--- src/rtl/assert_macros.svh ---
// ---------------------------------------------------------------------------
// assert_macros.svh
// Shared assertion macros for the response recognizer RTL.
// ---------------------------------------------------------------------------
`ifndef ASSERT_MACROS_SVH
`define ASSERT_MACROS_SVH

// same-cycle implication, disabled during reset
`define ASSERT_SAME(label, clk, rst, ante, cons) \
   label: assert property (@(posedge clk) disable iff (rst) (ante) |-> (cons)) \
      else $error("same-cycle check failed");

// next-cycle implication, disabled during reset
`define ASSERT_NEXT(label, clk, rst, ante, cons) \
   label: assert property (@(posedge clk) disable iff (rst) (ante) |=> (cons)) \
      else $error("next-cycle check failed");

`endif

--- src/rtl/arr_pkg.sv ---
// ---------------------------------------------------------------------------
// arr_pkg
// Types, codes and character constants of the AT response recognizer.
// ---------------------------------------------------------------------------
`default_nettype none

package arr_pkg;

   // field widths
   localparam int ACTION_W  = 2;
   localparam int BYTE_W    = 8;
   localparam int STATUS_W  = 3;
   localparam int TICK_W    = 16;
   localparam int CSR_ADDR_W = 3;
   localparam int CSR_DATA_W = 32;

   // capture geometry
   localparam int ECHO_LEN   = 2;
   localparam int TAIL_LEN   = 9;
   localparam int OK_LEN     = 6;
   localparam int ERR_LEN    = 9;
   localparam int COUNT_W    = 4;
   localparam int LINE_CNT_W = 2;

   // defaults
   localparam int LINE_END_TARGET_DEF = 3;
   localparam logic [TICK_W-1:0] TIMEOUT_RESET = 16'd50;

   // action codes
   localparam logic [ACTION_W-1:0] ACT_START = 2'd0;
   localparam logic [ACTION_W-1:0] ACT_BYTE  = 2'd1;
   localparam logic [ACTION_W-1:0] ACT_TICK  = 2'd2;

   // status codes
   localparam logic [STATUS_W-1:0] STATUS_OK       = 3'd0;
   localparam logic [STATUS_W-1:0] STATUS_ERROR    = 3'd1;
   localparam logic [STATUS_W-1:0] STATUS_BAD_ECHO = 3'd2;
   localparam logic [STATUS_W-1:0] STATUS_BAD_RESP = 3'd3;
   localparam logic [STATUS_W-1:0] STATUS_TIMEOUT  = 3'd4;

   // register word index
   localparam logic [CSR_ADDR_W-3:0] REG_TIMEOUT = 1'b0;

   // characters
   localparam logic [BYTE_W-1:0] CH_CR   = 8'h0D;
   localparam logic [BYTE_W-1:0] CH_LF   = 8'h0A;
   localparam logic [BYTE_W-1:0] CH_A_UP = 8'h41;
   localparam logic [BYTE_W-1:0] CH_A_LO = 8'h61;
   localparam logic [BYTE_W-1:0] CH_T_UP = 8'h54;
   localparam logic [BYTE_W-1:0] CH_T_LO = 8'h74;

   localparam logic [BYTE_W-1:0] OK_PAT [0:OK_LEN-1] =
      '{8'h0D, 8'h0A, 8'h4F, 8'h4B, 8'h0D, 8'h0A};
   localparam logic [BYTE_W-1:0] ERR_PAT [0:ERR_LEN-1] =
      '{8'h0D, 8'h0A, 8'h45, 8'h52, 8'h52, 8'h4F, 8'h52, 8'h0D, 8'h0A};

   // core to output stage
   typedef struct packed {
      logic recording;
      logic emit;
   } core_status_type;

endpackage

`default_nettype wire

--- src/rtl/arr_csr.sv ---
// ---------------------------------------------------------------------------
// arr_csr
// APB-style register port holding the timeout limit.
// ---------------------------------------------------------------------------
`default_nettype none

module arr_csr (
   input  wire logic                             clock,
   input  wire logic                             reset,
   input  wire logic                             csr_psel,
   input  wire logic                             csr_penable,
   input  wire logic                             csr_pwrite,
   input  wire logic [arr_pkg::CSR_ADDR_W-1:0]   csr_paddr,
   input  wire logic [arr_pkg::CSR_DATA_W-1:0]   csr_pwdata,
   output logic      [arr_pkg::CSR_DATA_W-1:0]   csr_prdata,
   output logic                                  csr_pready,
   output logic      [arr_pkg::TICK_W-1:0]       timeout_ticks
);

   logic [arr_pkg::TICK_W-1:0] timeout_ff;
   logic [arr_pkg::TICK_W-1:0] timeout_in;
   logic                       hit_timeout;
   logic                       wr_en;

   // word decode, byte lanes ignored
   assign hit_timeout = (csr_paddr[arr_pkg::CSR_ADDR_W-1:2] == arr_pkg::REG_TIMEOUT);
   assign wr_en       = csr_psel & csr_penable & csr_pwrite & csr_pready;
   assign csr_pready  = 1'b1;

   // next value of the limit
   always_comb begin
      timeout_in = timeout_ff;
      if (wr_en && hit_timeout) begin
         timeout_in = csr_pwdata[arr_pkg::TICK_W-1:0];
      end
   end

   always_ff @(posedge clock) begin
      if (reset) begin
         timeout_ff <= arr_pkg::TIMEOUT_RESET;
      end else begin
         timeout_ff <= timeout_in;
      end
   end

   // read mux
   always_comb begin
      csr_prdata = '0;
      if (hit_timeout) begin
         csr_prdata = {{(arr_pkg::CSR_DATA_W-arr_pkg::TICK_W){1'b0}}, timeout_ff};
      end
   end

   assign timeout_ticks = timeout_ff;

endmodule

`default_nettype wire

--- src/rtl/arr_core.sv ---
// ---------------------------------------------------------------------------
// arr_core
// Capture state and response decision, updated once per transaction.
// ---------------------------------------------------------------------------
`default_nettype none

module arr_core #(
   parameter int LINE_END_TARGET = arr_pkg::LINE_END_TARGET_DEF
) (
   input  wire logic                              clock,
   input  wire logic                              reset,
   input  wire logic                              accept,
   input  wire logic [arr_pkg::ACTION_W-1:0]      action,
   input  wire logic [arr_pkg::BYTE_W-1:0]        rx_byte,
   input  wire logic [arr_pkg::TICK_W-1:0]        timeout_ticks,
   output arr_pkg::core_status_type               core_sts,
   output logic      [arr_pkg::STATUS_W-1:0]      emit_status
);

   localparam int ECHO_IDX_W = $clog2(arr_pkg::ECHO_LEN);
   localparam logic [arr_pkg::LINE_CNT_W-1:0] TARGET = arr_pkg::LINE_CNT_W'(LINE_END_TARGET);
   localparam logic [arr_pkg::LINE_CNT_W-1:0] LINE_MAX = '1;
   localparam logic [arr_pkg::COUNT_W-1:0] COUNT_MAX = arr_pkg::COUNT_W'(arr_pkg::TAIL_LEN);

   logic                             recording_ff, recording_in;
   logic [arr_pkg::BYTE_W-1:0]       echo_ff [arr_pkg::ECHO_LEN];
   logic [arr_pkg::BYTE_W-1:0]       echo_in [arr_pkg::ECHO_LEN];
   logic [arr_pkg::BYTE_W-1:0]       tail_ff [arr_pkg::TAIL_LEN];
   logic [arr_pkg::BYTE_W-1:0]       tail_in [arr_pkg::TAIL_LEN];
   logic [arr_pkg::COUNT_W-1:0]      byte_count_ff, byte_count_in;
   logic [arr_pkg::LINE_CNT_W-1:0]   cr_ff, cr_in;
   logic [arr_pkg::LINE_CNT_W-1:0]   lf_ff, lf_in;
   logic [arr_pkg::TICK_W-1:0]       tick_ff, tick_in;
   logic                             echo_good;
   logic                             ok_match;
   logic                             err_match;
   logic                             emit;
   logic [arr_pkg::STATUS_W-1:0]     status;

   // decision on the updated capture
   always_comb begin
      echo_good = (echo_in[0] == arr_pkg::CH_A_UP || echo_in[0] == arr_pkg::CH_A_LO) &&
                  (echo_in[1] == arr_pkg::CH_T_UP || echo_in[1] == arr_pkg::CH_T_LO);
      ok_match  = (byte_count_in >= arr_pkg::COUNT_W'(arr_pkg::OK_LEN));
      for (int i = 0; i < arr_pkg::OK_LEN; i++) begin
         if (tail_in[arr_pkg::TAIL_LEN-arr_pkg::OK_LEN+i] != arr_pkg::OK_PAT[i]) begin
            ok_match = 1'b0;
         end
      end
      err_match = (byte_count_in >= arr_pkg::COUNT_W'(arr_pkg::ERR_LEN));
      for (int i = 0; i < arr_pkg::ERR_LEN; i++) begin
         if (tail_in[arr_pkg::TAIL_LEN-arr_pkg::ERR_LEN+i] != arr_pkg::ERR_PAT[i]) begin
            err_match = 1'b0;
         end
      end
   end

   // next state and result
   always_comb begin
      recording_in  = recording_ff;
      echo_in       = echo_ff;
      tail_in       = tail_ff;
      byte_count_in = byte_count_ff;
      cr_in         = cr_ff;
      lf_in         = lf_ff;
      tick_in       = tick_ff;
      emit          = 1'b0;
      status        = arr_pkg::STATUS_OK;
      if (accept) begin
         unique case (action)
            arr_pkg::ACT_START: begin
               recording_in  = 1'b1;
               for (int i = 0; i < arr_pkg::ECHO_LEN; i++) echo_in[i] = '0;
               for (int i = 0; i < arr_pkg::TAIL_LEN; i++) tail_in[i] = '0;
               byte_count_in = '0;
               cr_in         = '0;
               lf_in         = '0;
               tick_in       = '0;
            end
            arr_pkg::ACT_BYTE: begin
               if (recording_ff) begin
                  if (byte_count_ff < arr_pkg::COUNT_W'(arr_pkg::ECHO_LEN)) begin
                     echo_in[byte_count_ff[ECHO_IDX_W-1:0]] = rx_byte;
                  end
                  for (int i = 0; i < arr_pkg::TAIL_LEN-1; i++) tail_in[i] = tail_ff[i+1];
                  tail_in[arr_pkg::TAIL_LEN-1] = rx_byte;
                  if (byte_count_ff < COUNT_MAX) begin
                     byte_count_in = byte_count_ff + 1'b1;
                  end
                  if (rx_byte == arr_pkg::CH_CR) begin
                     if (cr_ff != LINE_MAX) cr_in = cr_ff + 1'b1;
                  end else if (rx_byte == arr_pkg::CH_LF) begin
                     if (lf_ff != LINE_MAX) lf_in = lf_ff + 1'b1;
                  end
                  if (cr_in >= TARGET && lf_in >= TARGET) begin
                     emit         = 1'b1;
                     recording_in = 1'b0;
                     if (!echo_good) begin
                        status = arr_pkg::STATUS_BAD_ECHO;
                     end else if (ok_match) begin
                        status = arr_pkg::STATUS_OK;
                     end else if (err_match) begin
                        status = arr_pkg::STATUS_ERROR;
                     end else begin
                        status = arr_pkg::STATUS_BAD_RESP;
                     end
                  end
               end
            end
            arr_pkg::ACT_TICK: begin
               if (recording_ff) begin
                  if (tick_ff != '1) tick_in = tick_ff + 1'b1;
                  if (tick_in > timeout_ticks) begin
                     emit         = 1'b1;
                     recording_in = 1'b0;
                     status       = arr_pkg::STATUS_TIMEOUT;
                  end
               end
            end
            default: begin
            end
         endcase
      end
   end

   // control state
   always_ff @(posedge clock) begin
      if (reset) begin
         recording_ff  <= 1'b0;
         byte_count_ff <= '0;
         cr_ff         <= '0;
         lf_ff         <= '0;
         tick_ff       <= '0;
      end else begin
         recording_ff  <= recording_in;
         byte_count_ff <= byte_count_in;
         cr_ff         <= cr_in;
         lf_ff         <= lf_in;
         tick_ff       <= tick_in;
      end
   end

   // captured bytes
   always_ff @(posedge clock) begin
      if (reset) begin
         for (int i = 0; i < arr_pkg::ECHO_LEN; i++) echo_ff[i] <= '0;
         for (int i = 0; i < arr_pkg::TAIL_LEN; i++) tail_ff[i] <= '0;
      end else begin
         echo_ff <= echo_in;
         tail_ff <= tail_in;
      end
   end

   assign core_sts.recording = recording_ff;
   assign core_sts.emit      = emit;
   assign emit_status        = status;

endmodule

`default_nettype wire

--- src/rtl/arr_out.sv ---
// ---------------------------------------------------------------------------
// arr_out
// Result register with valid/stall handshake and input back-pressure.
// ---------------------------------------------------------------------------
`default_nettype none

module arr_out (
   input  wire logic                            clock,
   input  wire logic                            reset,
   input  wire arr_pkg::core_status_type        core_sts,
   input  wire logic [arr_pkg::STATUS_W-1:0]    emit_status,
   input  wire logic                            rsp_stall,
   output logic                                 rsp_valid,
   output logic      [arr_pkg::STATUS_W-1:0]    rsp_status,
   output logic                                 req_stall
);

   logic                          valid_ff, valid_in;
   logic [arr_pkg::STATUS_W-1:0]  status_ff, status_in;

   // input waits only while a held result is stalled
   assign req_stall = valid_ff & rsp_stall;

   always_comb begin
      valid_in  = valid_ff;
      status_in = status_ff;
      if (core_sts.emit) begin
         valid_in  = 1'b1;
         status_in = emit_status;
      end else if (valid_ff && !rsp_stall) begin
         valid_in = 1'b0;
      end
   end

   always_ff @(posedge clock) begin
      if (reset) begin
         valid_ff <= 1'b0;
      end else begin
         valid_ff <= valid_in;
      end
   end

   always_ff @(posedge clock) begin
      status_ff <= status_in;
   end

   assign rsp_valid  = valid_ff;
   assign rsp_status = status_ff;

endmodule

`default_nettype wire

--- src/rtl/at_response_recognizer.sv ---
// ---------------------------------------------------------------------------
// at_response_recognizer
// Recognizes a modem's reply to one AT command and reports its status.
// ---------------------------------------------------------------------------
//  channel  direction  handshake              payload
//  req      in         req_valid / req_stall  req_action, req_rx_byte
//  rsp      out        rsp_valid / rsp_stall  rsp_status
//  csr      in/out     APB psel/penable       timeout_ticks at byte address 0
//
//  One transaction per cycle while req_stall is low; a status appears on rsp in
//  the cycle after the transaction that completes a response or a timeout.
//  The capture state and the decision logic form one stage ahead of the
//  result register.
//  req_stall is high only while a result is held and rsp_stall is high.
//  Reset is synchronous; the block is ready in the cycle after reset.
// ---------------------------------------------------------------------------
`default_nettype none

`include "assert_macros.svh"

module at_response_recognizer #(
   parameter int LINE_END_TARGET = arr_pkg::LINE_END_TARGET_DEF
) (
   input  wire logic                             clock,
   input  wire logic                             reset,
   input  wire logic                             req_valid,
   output logic                                  req_stall,
   input  wire logic [arr_pkg::ACTION_W-1:0]     req_action,
   input  wire logic [arr_pkg::BYTE_W-1:0]       req_rx_byte,
   output logic                                  rsp_valid,
   input  wire logic                             rsp_stall,
   output logic      [arr_pkg::STATUS_W-1:0]     rsp_status,
   input  wire logic                             csr_psel,
   input  wire logic                             csr_penable,
   input  wire logic                             csr_pwrite,
   input  wire logic [arr_pkg::CSR_ADDR_W-1:0]   csr_paddr,
   input  wire logic [arr_pkg::CSR_DATA_W-1:0]   csr_pwdata,
   output logic      [arr_pkg::CSR_DATA_W-1:0]   csr_prdata,
   output logic                                  csr_pready
);

   logic [arr_pkg::TICK_W-1:0]    timeout_ticks;
   logic                          req_accept;
   arr_pkg::core_status_type      core_sts;
   logic [arr_pkg::STATUS_W-1:0]  emit_status;

   assign req_accept = req_valid & ~req_stall;

   // configuration register
   arr_csr u_csr (
      .clock         (clock),
      .reset         (reset),
      .csr_psel      (csr_psel),
      .csr_penable   (csr_penable),
      .csr_pwrite    (csr_pwrite),
      .csr_paddr     (csr_paddr),
      .csr_pwdata    (csr_pwdata),
      .csr_prdata    (csr_prdata),
      .csr_pready    (csr_pready),
      .timeout_ticks (timeout_ticks)
   );

   // capture and decision
   arr_core #(
      .LINE_END_TARGET (LINE_END_TARGET)
   ) u_core (
      .clock         (clock),
      .reset         (reset),
      .accept        (req_accept),
      .action        (req_action),
      .rx_byte       (req_rx_byte),
      .timeout_ticks (timeout_ticks),
      .core_sts      (core_sts),
      .emit_status   (emit_status)
   );

   // result register
   arr_out u_out (
      .clock       (clock),
      .reset       (reset),
      .core_sts    (core_sts),
      .emit_status (emit_status),
      .rsp_stall   (rsp_stall),
      .rsp_valid   (rsp_valid),
      .rsp_status  (rsp_status),
      .req_stall   (req_stall)
   );

   // checks
   `ASSERT_NEXT(a_start_records, clock, reset,
      req_accept && req_action == arr_pkg::ACT_START, core_sts.recording)
   `ASSERT_NEXT(a_emit_stops, clock, reset, core_sts.emit, !core_sts.recording && rsp_valid)
   `ASSERT_SAME(a_stall_held, clock, reset, req_stall, rsp_valid && !core_sts.emit)

endmodule

`default_nettype wire
--- config.mk ---
export PLATFORM = sky130hd
export DESIGN_NAME = at_response_recognizer
export DESIGN_NICKNAME = d
export VERILOG_FILES = /design/src/rtl/arr_pkg.sv /design/src/rtl/arr_csr.sv /design/src/rtl/arr_core.sv /design/src/rtl/arr_out.sv /design/src/rtl/at_response_recognizer.sv
export VERILOG_INCLUDE_DIRS = /design/src /design/src/rtl
export SDC_FILE = /design/constraint.sdc
export NUM_CORES = 1
export LEC_CHECK = 0
export ABC_AREA = 0
export BUFFER_PORTS_ARGS = -buffer_cell sky130_fd_sc_hd__clkbuf_2
export CORE_MARGIN = 2
export CORE_UTILIZATION = 58
export CTS_CLUSTER_DIAMETER = 60
export CTS_CLUSTER_SIZE = 16
export DETAILED_ROUTE_END_ITERATION = 10
export MAX_ROUTING_LAYER = met4
export PLACE_DENSITY = 0.76
export REMOVE_ABC_BUFFERS = 1
export SYNTH_ARGS = -nofsm -noshare
export SYNTH_HDL_FRONTEND = slang
export SYNTH_HIERARCHICAL = 1
export SYNTH_SLANG_ARGS = --single-unit
--- constraint.sdc ---
create_clock -name clock -period 5 [get_ports clock]
set_input_delay 1 -clock clock [delete_from_list [all_inputs] [get_ports clock]]
set_output_delay 1 -clock clock [all_outputs]
set_load 0.01 [all_outputs]
==> flow_summary_export.csv <==
group,metric,value,unit
timing,drv_slew,0,
timing,tightest_slew,1.139,ns
placed_design,pre_cts_slack,0.7669,ns
die,die_y,114.7,µm
worst_setup_path,endpoint_kind,"flip-flop",
yosys,synth_area,7113,µm²
yosys,syn_inst,849,
cells_and_area,antenna-diode-count,0,
die,die_area,13170,µm²
die,row_count,40,
routing,first_iter_violations,665,
routing,highest_layer,"met4",
pwr,irDropWorstVdd,302.7,µV
global_routing,grt_pass1_wl,29.37,mm
placed_design,gp_congestion,0.9452,
worst_setup_path,worstPathMaxFanout,8,
routing,drtPass1Iterations,5,
timing,finalSetupTns,0,ns
global_routing,antenna_found_initial,0,
worst_setup_path,crit_arrival,4.23,ns
timing,fmax,241.5,MHz
die,die_w,114.7,µm
worst_hold_path,whs_endpoint,"u_core/tail_ff[66]",
routing,wl_met3,1.071,mm
cells_and_area,layout.cells.non_filler,1034,
clock_network,cts_root_buf,"clkbuf_16",
yosys,syn_avg_cell_area,8.378,µm²
worst_setup_path,reg2regPathDepth,14,
timing,worst_slack,0.8590,ns
clock_network,hold_buffers,0,
clock_network,cts_resized,0,
worst_setup_path,startpoint_type,"flip-flop",
worst_setup_path,cpMaxStageDelayCell,"or4_4",
worst_hold_path,hp-class,"flip-flop to flip-flop",
timing,fin_crit_sh,82.82,%
routing,totalWireLength,17.94,mm
clock_network,cts_tree,"yes",
timing,rsz0062_at_grt,"false",
cells_and_area,area_delta_synth_final,11.70,%
clock_network,insertion_delay,0.42,ns
global_routing,gr-total-overflow,0,
cells_and_area,fill_cells,995,
worst_hold_path,min_delay_path_depth,2,
clock_network,post_cts_buffers,0,
placed_design,dpl.hpwl,12.08,mm
clock_network,clkSlewWorstSetupHoldPaths,0.06,ns
routing,vias,6351,
clock_network,clock-sinks,131,
routing,drc,0,
timing,final_hold_viol_count,0,
pwr,power.density,322.4,nW/µm²
die,core,12010,µm²
clock_network,clk_path_buf_depth,2,
pwr,p_leak,0.003101,µW
routing,viasPerCell,6.142,
clock_network,h-tree-depth,4,
timing,setup_viol,0,
worst_setup_path,reg2reg_to,"u_out/rsp_status[0]",
routing,wl_met1,7.956,mm
placed_design,dpl.cell_count,1003,
worst_setup_path,critPathMaxStageDelay,0.53,ns
worst_hold_path,hold_start,"u_core/tail_ff[66]",
worst_setup_path,r2r-start,"u_core/tick_ff[2]",
routing,post_drt_wl_per_cell,17.35,µm
outcome,status,"complete, no violations",
placed_design,portBuffers,54,
clock_network,numCtsBuffers,17,
cells_and_area,final_core_util,66.15,%
worst_setup_path,crit_type,"flip-flop to flip-flop",
global_routing,grt_max_degree,70,
worst_setup_path,worstPathRequired,5.09,ns
worst_setup_path,r2r_slack,0.86,ns
global_routing,grt_pass1_vias,6003,
timing,finalClockSkew,0.004609,ns
cells_and_area,nets,950,
yosys,yosys_warnings,6,
job,cap_viol_max_count,0,
global_routing,grt_util_all_layers,28.80,%
routing,drtAntennaViolNets,0,
die,start_util,59.22,%
cells_and_area,drive_gt1_share,14.66,%
die,io_pins,90,
pwr,total_power,2561,µW
timing,slew_headroom,23.58,%
timing,period_minus_slack,4.141,ns
worst_setup_path,worstPathCellList,"nand4_1 > or4_4 > or2_4 > nor3_1 > xnor2_1 > o21ai_0 > ha_1 > nand4_1 > or2_2 > nor2_1 > o21ai_0 > o2111ai_1 > a31oi_1 > nor2_1",
routing,wl_met2,8.610,mm
==> registers in the layout (all words and copies together) (netlist names) <==
name,cells
u_csr/timeout_ticks,16
u_core/lf_ff,2
u_core/echo_ff,14
u_core/recording_ff,1
u_core/tick_ff,16
u_core/cr_ff,2
u_out/rsp_status,3
u_core/tail_ff,72
u_core/byte_count_ff,4
u_out/rsp_valid,1
==> layout make-up <==
cell class | count | area, µm² | share of cell area [%]
clock buffer | 18 | 429.2 | 5.402
clock inverter | 13 | 209.0 | 2.630
inverter | 30 | 112.6 | 1.417
multi-input combinational | 633 | 4013 | 50.50
sequential | 131 | 2653 | 33.39
tap | 147 | 183.9 | 2.315
timing repair buffer | 62 | 345.3 | 4.346
==> through the flow <==
stage               cell area (µm²)  hold WS [ns]
finish                         7945        0.4686
detailed placement             7307        0.4626
global placement               7307        0.4478
CTS                            7945        0.4704
floorplan                      6777        0.4296
global route                   7945        0.4899
==> power by group <==
group / switching, µW / total [µW] / internal [µW]
logic: 98.0 / 147 / 49.1
clock network: 470 / 1350 / 881
registers: 9.70 / 1060 / 1050
total: 578 / 2560 / 1980
==> cells in the final DEF, fill, tap and decap left out, drive strengths merged, types with 8 or more instances in the layout <==
cell type and n:
nor2 133, dfxtp 128, clkbuf 71, a21oi 58
a22oi 57, nand2 51, nand2b 33, inv 31
ha 23, o21ai 23, mux2i 19, conb 17
nor4 17, nor2b 16, nor3 16, and2 13
nand3 11, buf 9, nand4 8, xnor2 8
nand3b 8, and3b 8, a31oi 8, and3 8
a221oi 8
==> worst max-delay path: cells and delay by family, from the launching register on <==
kind	cells	cell delay (ns)
adder cells (fa/ha/maj)	1	0.31
AO/OA/AOI/OAI	4	0.54
AND/OR/NAND/NOR	8	2.26
XOR/XNOR	1	0.19
flip-flops	1	0.49
==> layer usage <==
metal  global-route usage [%]  up-vias
met3                    5.640       32
met2                    45.48      234
met5                        -        -
met1                    37.43     3039
met4                    9.317        0
li1                         -     3046
==> worst max path at each step <==
stage / from / slack (ns) / endpoint
after floorplan: rsp_stall / 0.48 / u_out/rsp_status[0]
after global placement: req_action[1] / 0.84 / u_out/rsp_status[0]
after detailed placement: req_action[1] / 0.77 / u_out/rsp_status[0]
after CTS: u_core/tick_ff[2] / 0.92 / u_out/rsp_status[1]
after global routing: u_core/tick_ff[2] / 0.54 / u_out/rsp_status[0]
final: u_core/tick_ff[2] / 0.86 / u_out/rsp_status[0]
(Power assumes the default switching activity.)
